===== src/sv/mphm_pkg.sv =====
// ----------------------------------------------------------------------------
// Motor period health monitor package
// Shared widths, register indexes and the control and status bundles that
// pass between the top level and the period tracker.
// ----------------------------------------------------------------------------
`default_nettype none

package mphm_pkg;

	// Width of a timer capture and of a period in ticks.
	localparam int unsigned CAP_W = 16;

	// Width of the running average.
	localparam int unsigned AVG_W = 16;

	// Default number of periods that are averaged.
	localparam int unsigned RING_DEPTH_DEF = 8;

	// Configuration port widths.
	localparam int unsigned CFG_IDX_W  = 2;
	localparam int unsigned CFG_DATA_W = 16;

	// Configuration register indexes.
	typedef enum logic [CFG_IDX_W-1:0] {
		REG_PERIOD_LOW    = 2'd0,
		REG_PERIOD_HIGH   = 2'd1,
		REG_MOTOR_ENABLED = 2'd2
	} cfg_reg_t;

	// Control from the period stage to the tracker.
	typedef struct packed {
		logic load;      // a new period is committed this cycle
		logic backwards; // the capture was below the previous one
		logic enabled;   // the motor is driven on
	} trk_ctl_t;

	// Status from the tracker for the result register.
	typedef struct packed {
		logic fault;
		logic healthy;
	} trk_stat_t;

endpackage

`default_nettype wire


===== src/sv/mphm_if.sv =====
// ----------------------------------------------------------------------------
// Motor period health monitor channels
// Valid/ready channels for the capture items and for the result items.
// ----------------------------------------------------------------------------
`default_nettype none

interface mphm_capture_if;
	logic        valid;
	logic        ready;
	logic [15:0] capture_time;

	modport source (output valid, output capture_time, input ready);
	modport sink (input valid, input capture_time, output ready);
endinterface

interface mphm_result_if;
	logic        valid;
	logic        ready;
	logic [15:0] last_period;
	logic [15:0] average_period;
	logic        fault;
	logic        healthy;

	modport source (output valid, output last_period, output average_period,
		output fault, output healthy, input ready);
	modport sink (input valid, input last_period, input average_period,
		input fault, input healthy, output ready);
endinterface

`default_nettype wire


===== src/sv/mphm_track.sv =====
// ----------------------------------------------------------------------------
// Motor period tracker
// Keeps the shift line of scaled periods, the running average, the sticky
// fault flag, and judges the health of the motor for each item.
// ----------------------------------------------------------------------------
`default_nettype none

module mphm_track
	import mphm_pkg::*;
#(
	parameter  int unsigned RING_DEPTH = RING_DEPTH_DEF,
	// Width of one period divided by the depth.
	localparam int unsigned QUOT_W     = $clog2(((2 ** CAP_W) - 1) / RING_DEPTH + 1)
) (
	input  wire logic                  clk,
	input  wire logic                  arst_n,
	input  wire trk_ctl_t              ctl,
	input  wire logic [QUOT_W-1:0]     quot,
	input  wire logic [CAP_W-1:0]      period_low,
	input  wire logic [CAP_W-1:0]      period_high,
	output logic      [AVG_W-1:0]      avg_next,
	output trk_stat_t                  stat
);

	logic [QUOT_W-1:0] ring_q [RING_DEPTH];
	logic [AVG_W-1:0]  avg_q;
	logic              fault_q;
	logic              fault_next;

	// The oldest scaled period leaves the sum, the new one enters it.
	always_comb begin
		avg_next   = avg_q - AVG_W'(ring_q[RING_DEPTH-1]) + AVG_W'(quot);
		fault_next = fault_q | ctl.backwards;
	end

	// Health: always true while disabled, else window check and no fault.
	always_comb begin
		stat.fault   = fault_next;
		stat.healthy = !ctl.enabled
			|| ((avg_next >= period_low) && (avg_next <= period_high) && !fault_next);
	end

	// Shift line of scaled periods; the last tap is the oldest entry.
	always_ff @(posedge clk or negedge arst_n) begin
		if (!arst_n) begin
			for (int i = 0; i < RING_DEPTH; i++) begin
				ring_q[i] <= '0;
			end
		end else if (ctl.load) begin
			ring_q[0] <= quot;
			for (int i = 1; i < RING_DEPTH; i++) begin
				ring_q[i] <= ring_q[i-1];
			end
		end
	end

	// Running average and sticky fault.
	always_ff @(posedge clk or negedge arst_n) begin
		if (!arst_n) begin
			avg_q   <= '0;
			fault_q <= 1'b0;
		end else if (ctl.load) begin
			avg_q   <= avg_next;
			fault_q <= fault_next;
		end
	end

endmodule

`default_nettype wire


===== src/sv/motor_period_health_monitor_top.sv =====
// ----------------------------------------------------------------------------
// Motor period health monitor
// Turns sync pulse captures into periods, a running average and a health
// verdict for the motor.
// ----------------------------------------------------------------------------
// Each capture item yields exactly one result item. The block is a three
// stage pipeline (input register, period and scaling stage, tracker and
// result register) and takes one capture per clock cycle unless the result
// side stalls. A stall on the result side holds the whole pipeline, so
// capture ready follows result ready in the same cycle once the result
// register is full. The average is the sum of the last RING_DEPTH periods
// each divided by RING_DEPTH with truncation, done by a constant reciprocal
// multiply. Configuration should be written through the plain write port
// only while no item is in flight; the block itself does not enforce this.
`default_nettype none

module motor_period_health_monitor_top
	import mphm_pkg::*;
#(
	parameter int unsigned RING_DEPTH = RING_DEPTH_DEF
) (
	input  wire logic                  clk,
	input  wire logic                  arst_n,
	input  wire logic                  cfg_we,
	input  wire logic [CFG_IDX_W-1:0]  cfg_index,
	input  wire logic [CFG_DATA_W-1:0] cfg_data,
	mphm_capture_if.sink               capture,
	mphm_result_if.source              result
);

	// Reciprocal multiply for an exact truncating divide of a 16-bit period.
	localparam int unsigned DEPTH_LOG = $clog2(RING_DEPTH);
	localparam int unsigned SHIFT     = CAP_W + DEPTH_LOG;
	localparam int unsigned MULT      = ((2 ** SHIFT) + RING_DEPTH - 1) / RING_DEPTH;
	localparam int unsigned MULT_W    = CAP_W + 1;
	localparam int unsigned PROD_W    = CAP_W + MULT_W;
	localparam int unsigned QUOT_W    = $clog2(((2 ** CAP_W) - 1) / RING_DEPTH + 1);

	// Configuration registers.
	logic [CAP_W-1:0] period_low_q;
	logic [CAP_W-1:0] period_high_q;
	logic             motor_enabled_q;

	// Pipeline registers.
	logic              valid_s1;
	logic [CAP_W-1:0]  cap_s1;
	logic              valid_s2;
	logic [CAP_W-1:0]  period_s2;
	logic [QUOT_W-1:0] quot_s2;
	logic              back_s2;
	logic              valid_s3;
	logic [CAP_W-1:0]  period_s3;
	logic [AVG_W-1:0]  avg_s3;
	logic              fault_s3;
	logic              healthy_s3;

	logic [CAP_W-1:0]  prev_cap_q;

	logic              en;
	logic [CAP_W-1:0]  period;
	logic [PROD_W-1:0] prod;
	logic [QUOT_W-1:0] quot;
	logic [AVG_W-1:0]  avg_next;
	trk_ctl_t          trk_ctl;
	trk_stat_t         trk_stat;

	// Configuration writes.
	always_ff @(posedge clk or negedge arst_n) begin
		if (!arst_n) begin
			period_low_q    <= '0;
			period_high_q   <= '1;
			motor_enabled_q <= 1'b0;
		end else if (cfg_we) begin
			unique case (cfg_index)
				REG_PERIOD_LOW:    period_low_q    <= cfg_data[CAP_W-1:0];
				REG_PERIOD_HIGH:   period_high_q   <= cfg_data[CAP_W-1:0];
				REG_MOTOR_ENABLED: motor_enabled_q <= cfg_data[0];
				default: ;
			endcase
		end
	end

	// The whole pipeline moves unless a finished result is still waiting.
	assign en            = !valid_s3 || result.ready;
	assign capture.ready = en;

	// Stage one: input register.
	always_ff @(posedge clk or negedge arst_n) begin
		if (!arst_n) begin
			valid_s1 <= 1'b0;
		end else if (en) begin
			valid_s1 <= capture.valid;
		end
	end

	always_ff @(posedge clk) begin
		if (en && capture.valid) begin
			cap_s1 <= capture.capture_time;
		end
	end

	// Period modulo 2^16 and its share of the average.
	always_comb begin
		period = cap_s1 - prev_cap_q;
		prod   = PROD_W'(period) * PROD_W'(MULT);
		quot   = prod[SHIFT +: QUOT_W];
	end

	// The previous capture follows each item leaving stage one.
	always_ff @(posedge clk or negedge arst_n) begin
		if (!arst_n) begin
			prev_cap_q <= '0;
		end else if (en && valid_s1) begin
			prev_cap_q <= cap_s1;
		end
	end

	// Stage two: period, scaled period and backwards flag.
	always_ff @(posedge clk or negedge arst_n) begin
		if (!arst_n) begin
			valid_s2 <= 1'b0;
		end else if (en) begin
			valid_s2 <= valid_s1;
		end
	end

	always_ff @(posedge clk) begin
		if (en && valid_s1) begin
			period_s2 <= period;
			quot_s2   <= quot;
			back_s2   <= cap_s1 < prev_cap_q;
		end
	end

	// Ring, running average, fault and health.
	always_comb begin
		trk_ctl.load      = en && valid_s2;
		trk_ctl.backwards = back_s2;
		trk_ctl.enabled   = motor_enabled_q;
	end

	mphm_track #(
		.RING_DEPTH (RING_DEPTH)
	) u_track (
		.clk         (clk),
		.arst_n      (arst_n),
		.ctl         (trk_ctl),
		.quot        (quot_s2),
		.period_low  (period_low_q),
		.period_high (period_high_q),
		.avg_next    (avg_next),
		.stat        (trk_stat)
	);

	// Stage three: result register.
	always_ff @(posedge clk or negedge arst_n) begin
		if (!arst_n) begin
			valid_s3 <= 1'b0;
		end else if (en) begin
			valid_s3 <= valid_s2;
		end
	end

	always_ff @(posedge clk) begin
		if (en && valid_s2) begin
			period_s3  <= period_s2;
			avg_s3     <= avg_next;
			fault_s3   <= trk_stat.fault;
			healthy_s3 <= trk_stat.healthy;
		end
	end

	assign result.valid          = valid_s3;
	assign result.last_period    = period_s3;
	assign result.average_period = avg_s3;
	assign result.fault          = fault_s3;
	assign result.healthy        = healthy_s3;

`ifndef NO_ASSERTIONS
	// A committed item always reaches the result register next cycle.
	a_commit_reaches_result: assert property (@(posedge clk) disable iff (!arst_n)
		(en && valid_s2) |=> valid_s3)
		else $error("committed item did not reach the result register");

	// The fault flag never clears once set.
	a_fault_sticky: assert property (@(posedge clk) disable iff (!arst_n)
		u_track.fault_q |=> u_track.fault_q)
		else $error("sticky fault flag cleared");

	// A result carrying a fault agrees with the latched flag.
	a_fault_latched: assert property (@(posedge clk) disable iff (!arst_n)
		(valid_s3 && fault_s3) |-> u_track.fault_q)
		else $error("result fault without latched flag");
`endif

endmodule

`default_nettype wire


===== src/flat_wrapper.sv =====
// flat-port wrapper written by rule: the top's interface ports become plain ports
module motor_period_health_monitor_top_flat import mphm_pkg::*;
#(
	parameter int unsigned RING_DEPTH = RING_DEPTH_DEF
)
  (clk, arst_n, cfg_we, cfg_index, cfg_data, capture_valid, capture_capture_time, capture_ready, result_valid, result_last_period, result_average_period, result_fault, result_healthy, result_ready);
  mphm_capture_if capture_i ();
  mphm_result_if result_i ();
  input  wire logic clk;
  input  wire logic arst_n;
  input  wire logic cfg_we;
  input  wire logic [CFG_IDX_W-1:0] cfg_index;
  input  wire logic [CFG_DATA_W-1:0] cfg_data;
  input wire logic [$bits(capture_i.valid)-1:0] capture_valid;
  input wire logic [$bits(capture_i.capture_time)-1:0] capture_capture_time;
  output wire logic [$bits(capture_i.ready)-1:0] capture_ready;
  output wire logic [$bits(result_i.valid)-1:0] result_valid;
  output wire logic [$bits(result_i.last_period)-1:0] result_last_period;
  output wire logic [$bits(result_i.average_period)-1:0] result_average_period;
  output wire logic [$bits(result_i.fault)-1:0] result_fault;
  output wire logic [$bits(result_i.healthy)-1:0] result_healthy;
  input wire logic [$bits(result_i.ready)-1:0] result_ready;
  assign capture_i.valid = capture_valid;
  assign capture_i.capture_time = capture_capture_time;
  assign capture_ready = capture_i.ready;
  assign result_valid = result_i.valid;
  assign result_last_period = result_i.last_period;
  assign result_average_period = result_i.average_period;
  assign result_fault = result_i.fault;
  assign result_healthy = result_i.healthy;
  assign result_i.ready = result_ready;
  motor_period_health_monitor_top #(.RING_DEPTH(RING_DEPTH)) u_core (.clk(clk), .arst_n(arst_n), .cfg_we(cfg_we), .cfg_index(cfg_index), .cfg_data(cfg_data), .capture(capture_i), .result(result_i));
endmodule

===== config.mk =====
export PLATFORM = sky130hd
export DESIGN_NAME = motor_period_health_monitor_top_flat
export DESIGN_NICKNAME = d
export VERILOG_FILES = /design/src/sv/mphm_pkg.sv /design/src/sv/mphm_if.sv /design/src/sv/mphm_track.sv /design/src/sv/motor_period_health_monitor_top.sv /design/src/flat_wrapper.sv
export SDC_FILE = /design/constraint.sdc
export NUM_CORES = 1
export LEC_CHECK = 0
export BUFFER_PORTS_ARGS = -buffer_cell sky130_fd_sc_hd__buf_2
export CAP_MARGIN = 30
export CORE_ASPECT_RATIO = 0.9
export CORE_MARGIN = 3
export CORE_UTILIZATION = 30
export DETAILED_ROUTE_END_ITERATION = 10
export PLACE_DENSITY = 0.53
export SYNTH_ARGS = -nofsm -noshare
export SYNTH_HDL_FRONTEND = slang
export SYNTH_SLANG_ARGS = --single-unit
export TNS_END_PERCENT = 10

===== constraint.sdc =====
create_clock -name clk -period 5.7 [get_ports clk]
set_input_delay 1.14 -clock clk [delete_from_list [all_inputs] [get_ports clk]]
set_output_delay 1.14 -clock clk [all_outputs]
set_load 0.02 [all_outputs]

==> results of run 1 <==
## sequential cells by signal, indices dropped and copies added (netlist names), 3 cells and up
| signal | count |
|---|---|
| u_core.u_track.ring_q | 104 |
| u_core.cap_s1 | 16 |
| u_core.period_high_q | 16 |
| u_core.period_low_q | 16 |
| u_core.prev_cap_q | 16 |
| u_core.result.average_period | 16 |
| u_core.result.last_period | 16 |
| u_core.u_track.avg_q | 16 |
| u_core.quot_s2 | 13 |
| u_core.period_s2 | 3 |
## stage by stage
step	hold WS, ps	cell area (sq um)	setup slack [ps]	cells	utilization (%)
finish	420	12900	1030	1645	35.5
global route	396	12900	653	1645	35.5
CTS	424	12800	1080	1644	35.4
detailed placement	405	12000	1120	1598	33.2
global placement	414	12000	1170	1597	33.1
floorplan	400	11100	1840	1075	-
## cells in the final DEF, fill, tap and decap left out, types with 8 or more instances in the layout
cell / count
fa_1: 14
inv_1: 115
nand3_1: 8
nand2_1: 348
xnor2_1: 19
clkbuf_1: 9
buf_2: 73
dfrtp_1: 157
a21o_1: 20
dfstp_2: 16
nor2_1: 15
clkbuf_16: 25
o21ai_0: 66
edfxtp_1: 67
ha_1: 64
a21oi_1: 32
mux2_2: 24
xor2_1: 9
## cells by family (layout without fill, tap and decap cells)
logic type / Yosys count / in the layout / share of synthesized area, %
AO/OA/AOI/OAI: 152 / 152 / 8.64
multiplexers: 24 / 24 / 2.44
XOR/XNOR: 28 / 28 / 2.21
AND/OR/NAND/NOR: 403 / 403 / 14.5
buffers and inverters: 150 / 244 / 5.08
flip-flops: 240 / 240 / 57.4
adder cells (fa/ha/maj): 78 / 78 / 9.75
## how the worst min path moves through the flow
stage,start,to,slack (ps),cells after the start
floorplan,u_core.period_s2[0],u_core.result.last_period[0],400,0
global placement,u_core.period_s2[0],u_core.result.last_period[0],410,0
detailed placement,u_core.period_s2[1],u_core.result.last_period[1],410,0
CTS,u_core.period_s2[1],u_core.result.last_period[1],420,0
global route,arst_n,u_core.prev_cap_q[13],400,1
finish,arst_n,u_core.prev_cap_q[13],420,1
## cell type report
| class | count | share of cell area (%) |
|---|---|---|
| clock inverters | 6 | 0.428 |
| inverters | 116 | 3.41 |
| repair buffers | 82 | 3.81 |
| clock buffers | 40 | 5.77 |
| flip-flops and latches | 240 | 49.5 |
| multi-input cells | 685 | 32.5 |
| well taps | 476 | 4.63 |
## critical path, stage by stage, from the launching register on
cell	delay [ps]
dfrtp_1	400
fa_1	540
inv_1	60
fa_1	450
a21oi_1	220
o21ai_0	150
a31o_2	310
a21oi_1	230
nand2_1	100
xor2_1	400
ha_1	220
nand4_1	190
a2111oi_0	670
a211oi_1	150
o21ai_0	120
a221o_1	160
nand2_1	50
## per-layer routing
metal  track usage (%)  share of wire (%)
met5                 0                  0
met4              2.73                1.9
met3              2.05                3.4
met2              17.3                 42
met1              16.9                 52
==> impl_metrics.sql, run 1 <==
INSERT INTO impl_metrics (metric_group, metric, value, unit) VALUES
('status', 'run_status', 'finished, final reports clean', ''),
('finish', 'seqCellArea', '6360', 'sq um'),
('worst_setup_path', 'path_max_fanout', '4', ''),
('grt', 'first_global_vias', '7311', ''),
('synthesis', 'synthMostInstantiatedCell', 'nand2_1', ''),
('floorplan', 'fp.coreArea', '36300', 'sq um'),
('route', 'firstDrtPassIters', '4', ''),
('worst_setup_path', 'regToRegStartpoint', 'u_core.u_track.ring_q[1]', ''),
('placed_design', 'port_buffers', '74', ''),
('cts', 'cts_tree', 'done', ''),
('synthesis', 'synth-warning-count', '0', ''),
('synthesis', 'synth.yosys.seq_area_share', '57.4', '%'),
('floorplan', 'core.rowCount', '66', ''),
('cts', 'clock_insertion_delay_worst_skew', '520', 'ps'),
('worst_setup_path', 'r2r-end', 'u_core.result.healthy', ''),
('sta', 'relSlewSlack', '40.6', '%'),
('floorplan', 'die_w', '209', 'um'),
('synthesis', 'synth_flop_cell', 'dfrtp_1', ''),
('cts', 'cts_buffer_depth', '3', ''),
('sta', 'max_freq', '214', 'MHz'),
('worst_setup_path', 'critPathLaunch', 'u_core.u_track.ring_q[1]', ''),
('floorplan', 'initial_utilization', '30.6', '%'),
('grt', 'globalRouteTotalUtil', '11.4', '%'),
('worst_setup_path', 'critical_path.endpoint', 'u_core.result.healthy', ''),
('worst_setup_path', 'timing_worst_setup_path_type', 'flip-flop to flip-flop', ''),
('synthesis', 'synthCells', '1075', ''),
('route', 'wire_per_inst', '13.7', 'um'),
('sta', 'clock_skew', '5.49', 'ps'),
('floorplan', 'design.portCount', '75', ''),
('synthesis', 'post_synth_most_frequent_cells', 'nand2_1, dfrtp_1, inv_1', ''),
('grt', 'grt_max_degree', '98', ''),
('sta', 'slew_viol_final', '0', ''),
('floorplan', 'die_h', '188', 'um'),
('run', 'timing.max_cap.violations', '0', ''),
('floorplan', 'die-area', '39300', 'sq um'),
('sta', 'min_period', '4670', 'ps'),
('synthesis', 'ys_top_cells_by_area', 'dfrtp_1, edfxtp_1, nand2_1, ha_1, inv_1', ''),
('finish', 'area_growth_syn_to_layout', '16.0', '%'),
('cts', 'tritoncts_num_sinks', '240', ''),
('cts', 'cts.htree.levels', '1', ''),
('sta', 'finalCritPeriodShare', '81.9', '%'),
('route', 'antenna_left', '0', ''),
('worst_setup_path', 'kind_of_start_point_of_the_critical_path', 'flip-flop', ''),
('sta', 'final-setup-viol-count', '0', ''),
('worst_setup_path', 'worst_ep_arrival_time', '4930', 'ps'),
('synthesis', 'synth_fp_nets', '1192', ''),
('sta', 'setup_repair_after_global_routing_missed_its_margin', 'false', ''),
('worst_setup_path', 'worst_ep_required_time', '5960', 'ps'),
('sta', 'final_hold_viol_count', '0', ''),
('route', 'vias', '7285', ''),
('synthesis', 'synth_seq_cells', '240', ''),
('sta', 'worst-slew-pin-transition', '888', 'ps'),
('finish', 'design.final.nets', '1267', ''),
('grt', 'grt_first_pass_wirelength', '37200', 'um'),
('placed_design', 'dpl.hpwl', '15400', 'um'),
('cts', 'root_buffer', 'clkbuf_16', ''),
('finish', 'multiInputGateArea', '4170', 'sq um'),
('route', 'post-route-drc-count', '0', ''),
('route', 'drt_iter0_drc', '369', ''),
('worst_setup_path', 'worst_reg_to_reg_cells', '16', ''),
('placed_design', 'gpl.final_weighted_congestion', '0.790', ''),
('cts', 'number_of_gates_resized_after_cts', '0', ''),
('route', 'detail_route.vias_per_cell', '4.43', ''),
('finish', 'antenna_cells_inserted', '0', ''),
('sta', 'tns', '0', 'ps'),
('route', 'routed_wl', '22500', 'um'),
('grt', 'grt_antenna_before_repair', '0', ''),
('synthesis', 'synth-edff-count', '67', ''),
('cts', 'cts-buffers-inserted', '25', ''),
('synthesis', 'synth_top_cell_area_share', '35.4', '%'),
('cts', 'cts_post_setup_buffers_inserted', '0', ''),
('cts', 'clkSlewWorstSetupHoldPaths', '60', 'ps'),
('synthesis', 'yosys.area.top_type', 'dfrtp_1', ''),
('synthesis', 'synth_cell_types', '52', ''),
('worst_setup_path', 'crit_end_category', 'flip-flop', ''),
('worst_setup_path', 'reg_to_reg_slack_setup', '1030', 'ps'),
('grt', 'globalRouteOverflowTotal', '0', ''),
('min_path', 'min-delay-path-class', 'primary input to asynchronous set/reset pin', ''),
('finish', 'fillerInstances', '3647', ''),
('finish', 'share_of_final_layout_standard_cells_stronger_than_drive_strength_1', '14.3', '%'),
('synthesis', 'syn_area', '11100', 'sq um'),
('synthesis', 'avgSynthCellArea', '10.3', 'sq um'),
('cts', 'postCtsHoldBufs', '0', ''),
('synthesis', 'async_set_reset_flop_share_out_of_synthesis', '72.1', '%');
Power of run 1 is not shown: default switching activity piles up to over one toggle a cycle in this logic, so the estimate is an artifact.
==> run 2: changes to the inputs <==
--- a/config.mk
+++ b/config.mk
@@ -11,7 +11,7 @@
 export CORE_MARGIN = 3
 export CORE_UTILIZATION = 30
 export DETAILED_ROUTE_END_ITERATION = 10
-export PLACE_DENSITY = 0.53
+export PLACE_DENSITY = 0.55
 export SYNTH_ARGS = -nofsm -noshare
 export SYNTH_HDL_FRONTEND = slang
 export SYNTH_SLANG_ARGS = --single-unit
==> constraint.sdc (replaced) <==
create_clock -name clk -period 4 [get_ports clk]
set_input_delay 0.8 -clock clk [delete_from_list [all_inputs] [get_ports clk]]
set_output_delay 0.8 -clock clk [all_outputs]
set_load 0.02 [all_outputs]
==> run 2 against run 1 <==
  * Clock skew increased by 9.1 ps
  * Worst hold slack got worse by 240 ps
  * Wire length up 1.2%
  * First-iteration DRC count rose by 2.7%
  * Design area rose by 4.6%
==> impl_metrics.sql, run 2 (synthesis results as in run 1) <==
INSERT INTO impl_metrics (metric_group, metric, value, unit) VALUES
('sta', 'clock_skew', '14.6', 'ps'),
('grt', 'grt_antenna_before_repair', '1', ''),
('worst_setup_path', 'worst_ep_arrival_time', '4230', 'ps'),
('worst_setup_path', 'timing.critical_path.buf_inv', '2', ''),
('cts', 'cts-buffers-inserted', '25', ''),
('route', 'drt_iter0_drc', '379', ''),
('worst_setup_path', 'worst_ep_required_time', '4280', 'ps'),
('route', 'dr.max_layer_used', 'met4', ''),
('finish', 'max_flop_register', 'u_core.u_track.ring_q', ''),
('floorplan', 'die-area', '39300', 'sq um'),
('worst_setup_path', 'crit_end_category', 'flip-flop', ''),
('grt', 'globalRouteOverflowTotal', '0', ''),
('min_path', 'min-delay-path-class', 'primary input to asynchronous set/reset pin', ''),
('placed_design', 'port_buffers', '74', ''),
('floorplan', 'initial_utilization', '30.6', '%'),
('sta', 'final-setup-viol-count', '0', ''),
('worst_setup_path', 'critical-path-max-stage-delay', '540', 'ps'),
('sta', 'worst-slew-pin-transition', '899', 'ps'),
('worst_setup_path', 'path_max_fanout', '3', ''),
('cts', 'cts_tree', 'done', ''),
('route', 'routed_wl', '22800', 'um'),
('cts', 'clkSlewWorstSetupHoldPaths', '70', 'ps'),
('sta', 'relSlewSlack', '39.9', '%'),
('route', 'detail_route.vias_per_cell', '4.45', ''),
('sta', 'finalCritPeriodShare', '98.7', '%'),
('cts', 'tritoncts_num_sinks', '240', ''),
('sta', 'max_freq', '253', 'MHz'),
('finish', 'layout.cells.most_common', 'nand2_1', ''),
('finish', 'mostFrequentLayoutCells', 'nand2_1, dfrtp_1, inv_1', ''),
('cts', 'root_buffer', 'clkbuf_16', ''),
('route', 'firstDrtPassIters', '4', ''),
('floorplan', 'core.rowCount', '66', ''),
('placed_design', 'placement.cell_area', '12300', 'sq um'),
('cts', 'cts.htree.levels', '1', ''),
('finish', 'area_growth_syn_to_layout', '21.2', '%'),
('run', 'timing.max_cap.violations', '0', ''),
('floorplan', 'design.portCount', '75', ''),
('route', 'post-route-drc-count', '0', ''),
('finish', 'antenna_cells_inserted', '0', ''),
('finish', 'design.final.nets', '1305', ''),
('cts', 'postCtsHoldBufs', '0', ''),
('grt', 'grt_first_pass_wirelength', '37900', 'um'),
('worst_setup_path', 'path_cells', 'fa_1 > inv_1 > fa_2 > a21oi_2 > o21ai_1 > a31o_2 > a21oi_2 > o21a_1 > xnor2_2 > ha_1 > nand4_1 > buf_4 > a2111oi_4 > a211oi_2 > o21ai_1 > a221o_1 > nand2_1', ''),
('route', 'met3_wirelength', '1090', 'um'),
('finish', 'largest_register_ff_count', '104', ''),
('finish', 'share_of_final_layout_standard_cells_stronger_than_drive_strength_1', '20.5', '%'),
('worst_setup_path', 'timing_worst_setup_path_type', 'flip-flop to flip-flop', ''),
('sta', 'min_period', '3950', 'ps'),
('route', 'detailroute.wirelength.met2', '9980', 'um'),
('cts', 'clock_insertion_delay_worst_skew', '540', 'ps'),
('grt', 'globalRouteTotalUtil', '11.5', '%'),
('sta', 'final_hold_viol_count', '0', ''),
('worst_setup_path', 'kind_of_start_point_of_the_critical_path', 'flip-flop', ''),
('worst_setup_path', 'critPathSlowestCell', 'fa_1', ''),
('sta', 'setup_repair_after_global_routing_missed_its_margin', 'true', ''),
('placed_design', 'dpl.hpwl', '15600', 'um'),
('route', 'met1_wire_length', '11200', 'um'),
('status', 'run_status', 'finished, final reports clean', ''),
('grt', 'first_global_vias', '7520', ''),
('finish', 'stdcell_area', '13400', 'sq um'),
('floorplan', 'die_w', '209', 'um'),
('worst_setup_path', 'critPathLaunch', 'u_core.u_track.ring_q[1]', ''),
('placed_design', 'gpl.final_weighted_congestion', '0.795', ''),
('floorplan', 'fp.coreArea', '36300', 'sq um'),
('sta', 'final.hold.worst_slack', '177', 'ps'),
('cts', 'cts_buffer_depth', '3', ''),
('floorplan', 'die_h', '188', 'um'),
('grt', 'grt_max_degree', '94', ''),
('worst_setup_path', 'regToRegStartpoint', 'u_core.u_track.ring_q[1]', ''),
('route', 'wire_per_inst', '13.5', 'um'),
('worst_setup_path', 'crit_family', 'compound AO/OA/AOI/OAI gates', ''),
('route', 'antenna_left', '0', ''),
('route', 'vias', '7491', ''),
('sta', 'slew_viol_final', '0', '');
-- run 2: layer usage --
metal / global-route usage, % / vias to the layer above
met5: 0 / -
met4: 2.73 / 0
met3: 2.36 / 38
met2: 17.8 / 127
met1: 16.8 / 3593
li1: - / 3733
-- run 2: metrics by stage --
stage | instances | worst slack, ps | setup TNS, ps | util [%]
after global placement | 1628 | -64.2 | -64.2 | 33.9
after CTS | 1676 | 10.2 | 0 | 36.7
after detailed placement | 1628 | -95.4 | -95.4 | 33.9
after floorplan | 1075 | 138 | 0 | -
after global routing | 1683 | -169 | -169 | 37.1
final | 1683 | 50.7 | 0 | 37.1
-- run 2: path summary, 6_finish.rpt --
kind / to / cells past startpoint / slack (ps)
worst max-delay path: u_core.result.healthy / 17 / 50
worst min-delay path: u_core.prev_cap_q[12] / 1 / 180
worst max register to register: u_core.result.healthy / 17 / 50
worst min register to register: u_core.result.last_period[2] / 0 / 440
max in group asynchronous: u_core.period_high_q[8] / 2 / 2910
min in group clk: u_core.cap_s1[12] / 1 / 430
-- run 2: area by class of cell --
class / instances / area [sq um]
Clock buffer: 34 / 721
Clock inverter: 12 / 128
Fill cell: 3597 / 22800
Inverter: 116 / 438
Multi-Input combinational cell: 685 / 4420
Sequential cell: 240 / 6360
Tap cell: 476 / 596
Timing Repair Buffer: 120 / 776
-- run 2: timing repair --
action,4_1_cts,5_1_grt
setup buffers,2,8
cloned,0,0
endpoints found under the hold margin,0,0
gates resized for setup,26,20
pin swaps,21,23
setup endpoints to repair,1,1
Power of run 2 is left out for the same reason.
==> run 3: changes to the inputs <==
--- a/config.mk
+++ b/config.mk
@@ -7,11 +7,13 @@
 export LEC_CHECK = 0
 export BUFFER_PORTS_ARGS = -buffer_cell sky130_fd_sc_hd__buf_2
 export CAP_MARGIN = 30
+export CELL_PAD_IN_SITES_DETAIL_PLACEMENT = 0
+export CELL_PAD_IN_SITES_GLOBAL_PLACEMENT = 2
 export CORE_ASPECT_RATIO = 0.9
 export CORE_MARGIN = 3
 export CORE_UTILIZATION = 30
 export DETAILED_ROUTE_END_ITERATION = 10
-export PLACE_DENSITY = 0.55
+export PLACE_DENSITY = 0.73
 export SYNTH_ARGS = -nofsm -noshare
 export SYNTH_HDL_FRONTEND = slang
 export SYNTH_SLANG_ARGS = --single-unit
==> run 3 against run 2 <==
  * First-iteration DRC count down 0.53%
  * Critical endpoint unchanged
  * Wire length grew 3.7%
  * Global-route usage is 0.61 points higher
  * Flip-flop and latch count is the same
  * Via count about the same
  * Setup slack worse by 20 ps
  * Non-clock buffer count up 1
  * Sequential share of layout area rose by 0.053 points
  * Design area shrank 0.11%
  * Core utilization hardly changed
==> impl_metrics.sql, run 3 (synthesis results as in run 1) <==
INSERT INTO impl_metrics (metric_group, metric, value, unit) VALUES
('status', 'run_status', 'finished, final reports clean', ''),
('grt', 'grt_max_degree', '122', ''),
('sta', 'slew_viol_final', '0', ''),
('route', 'post-route-drc-count', '0', ''),
('cts', 'cts.htree.levels', '1', ''),
('worst_setup_path', 'worst_ep_arrival_time', '4260', 'ps'),
('cts', 'cts_tree', 'done', ''),
('cts', 'tritoncts_num_sinks', '240', ''),
('worst_setup_path', 'reg_to_reg_slack_setup', '30', 'ps'),
('sta', 'clock_skew', '7.25', 'ps'),
('route', 'detail_route.vias_per_cell', '4.45', ''),
('finish', 'antenna_cells_inserted', '0', ''),
('worst_setup_path', 'regToRegStartpoint', 'u_core.quot_s2[6]', ''),
('min_path', 'min-delay-path-class', 'primary input to asynchronous set/reset pin', ''),
('sta', 'final_hold_viol_count', '0', ''),
('cts', 'clkSlewWorstSetupHoldPaths', '60', 'ps'),
('grt', 'first_global_vias', '7465', ''),
('finish', 'largest_register_ff_count', '104', ''),
('finish', 'share_of_final_layout_standard_cells_stronger_than_drive_strength_1', '20.3', '%'),
('placed_design', 'port_buffers', '74', ''),
('sta', 'relSlewSlack', '36.6', '%'),
('route', 'firstDrtPassIters', '4', ''),
('sta', 'tns', '0', 'ps'),
('worst_setup_path', 'worst_ep_required_time', '4290', 'ps'),
('run', 'timing.max_cap.violations', '0', ''),
('sta', 'min_period', '3970', 'ps'),
('sta', 'max_freq', '252', 'MHz'),
('worst_setup_path', 'path_max_fanout', '4', ''),
('route', 'drt_iter0_drc', '377', ''),
('route', 'antenna_left', '0', ''),
('worst_setup_path', 'critPathLaunch', 'u_core.quot_s2[6]', ''),
('sta', 'setup_repair_after_global_routing_missed_its_margin', 'true', ''),
('floorplan', 'fp.coreArea', '36300', 'sq um'),
('placed_design', 'gpl.final_weighted_congestion', '0.791', ''),
('finish', 'layout.cells.most_common', 'nand2_1', ''),
('grt', 'grt_antenna_before_repair', '2', ''),
('worst_setup_path', 'kind_of_start_point_of_the_critical_path', 'flip-flop', ''),
('cts', 'clock_insertion_delay_worst_skew', '540', 'ps'),
('route', 'routed_wl', '23600', 'um'),
('route', 'vias', '7496', ''),
('floorplan', 'die_w', '209', 'um'),
('finish', 'area_growth_syn_to_layout', '21.1', '%'),
('worst_setup_path', 'crit_end_category', 'flip-flop', ''),
('route', 'wire_per_inst', '14.0', 'um'),
('sta', 'finalCritPeriodShare', '99.2', '%'),
('grt', 'globalRouteTotalUtil', '12.1', '%'),
('finish', 'max_flop_register', 'u_core.u_track.ring_q', ''),
('sta', 'final-setup-viol-count', '0', ''),
('floorplan', 'die_h', '188', 'um'),
('cts', 'cts_buffer_depth', '3', ''),
('finish', 'finish.utilization', '37.0', '%'),
('floorplan', 'design.portCount', '75', ''),
('floorplan', 'die-area', '39300', 'sq um'),
('finish', 'design.final.nets', '1307', ''),
('grt', 'globalRouteOverflowTotal', '0', ''),
('cts', 'root_buffer', 'clkbuf_16', ''),
('sta', 'worst-slew-pin-transition', '948', 'ps'),
('cts', 'cts-buffers-inserted', '26', ''),
('grt', 'grt_first_pass_wirelength', '39200', 'um'),
('placed_design', 'dpl.hpwl', '15900', 'um'),
('worst_setup_path', 'timing_worst_setup_path_type', 'flip-flop to flip-flop', ''),
('floorplan', 'initial_utilization', '30.6', '%'),
('finish', 'mostFrequentLayoutCells', 'nand2_1, dfrtp_1, inv_1', ''),
('floorplan', 'core.rowCount', '66', '');
run 3: cell types whose count changed in the layout (fill, tap and decap cells not counted), moves of 2 or more:
cell	delta
clkinv_2	+4
clkinvlp_4	-3
ha_1	+2
ha_4	-2
inv_1	-2
inv_2	+2
nand2_1	+2
nand2_2	-2
nor2_1	-2
nor2_2	+2
run 3: worst max-delay path, cell delays in order, from the launching register on:
cell	delay, ps
edfxtp_1	430
inv_2	70
fa_1	490
inv_2	50
ha_4	240
a21o_1	170
a221o_1	380
o21ai_4	200
nand2_1	90
xor2_1	160
buf_4	160
ha_1	280
nand4_1	140
buf_4	170
a2111oi_4	310
a211oi_2	80
o21ai_1	100
a221o_1	160
nand2_1	50
run 3: layer usage:
| metal | track usage, % | part of all wire, % |
|---|---|---|
| met4 | 2.91 | 1.9 |
| met1 | 17.8 | 50 |
| met5 | 0 | 0 |
| met2 | 18.6 | 44 |
| met3 | 2.53 | 4.3 |
run 3: cell type report:
cell class                      count  area (sq um)
Sequential cell                   240          6360
Inverter                          116           438
Multi-Input combinational cell    685          4370
Timing Repair Buffer              121           783
Fill cell                        3631         22800
Tap cell                          476           596
Clock inverter                     15           166
Clock buffer                       33           707
run 3: timing repair:
item,CTS,global route
setup buffers,6,1
hold buffers,0,0
resized for setup,29,14
endpoints found under the setup margin,1,1
pin swaps,24,5
hold endpoints to repair,0,0
run 3: per-stage QoR:
| stage | worst slack, ps | std cells | cell area [sq um] | hold slack (ps) |
|---|---|---|---|---|
| 4_1_cts | -15.9 | 1685 | 13400 | 158 |
| 3_5_place_dp | -277 | 1631 | 12300 | 415 |
| 2_1_floorplan | 138 | 1075 | 11100 | 400 |
| 6_report | 31.0 | 1686 | 13400 | 172 |
| 3_3_place_gp | -102 | 1631 | 12300 | 408 |
| 5_1_grt | -141 | 1686 | 13400 | 173 |
run 3: worst paths after layout:
check                                                to  cells past startpoint
max in group asynchronous       u_core.period_low_q[10]                      2
hold reg to reg            u_core.result.last_period[0]                      0
setup reg to reg                  u_core.result.healthy                     18
min in group clk           u_core.result.last_period[0]                      0
setup / recovery                  u_core.result.healthy                     18
hold / removal                    u_core.prev_cap_q[13]                      1
Power of run 3 is left out for the same reason.
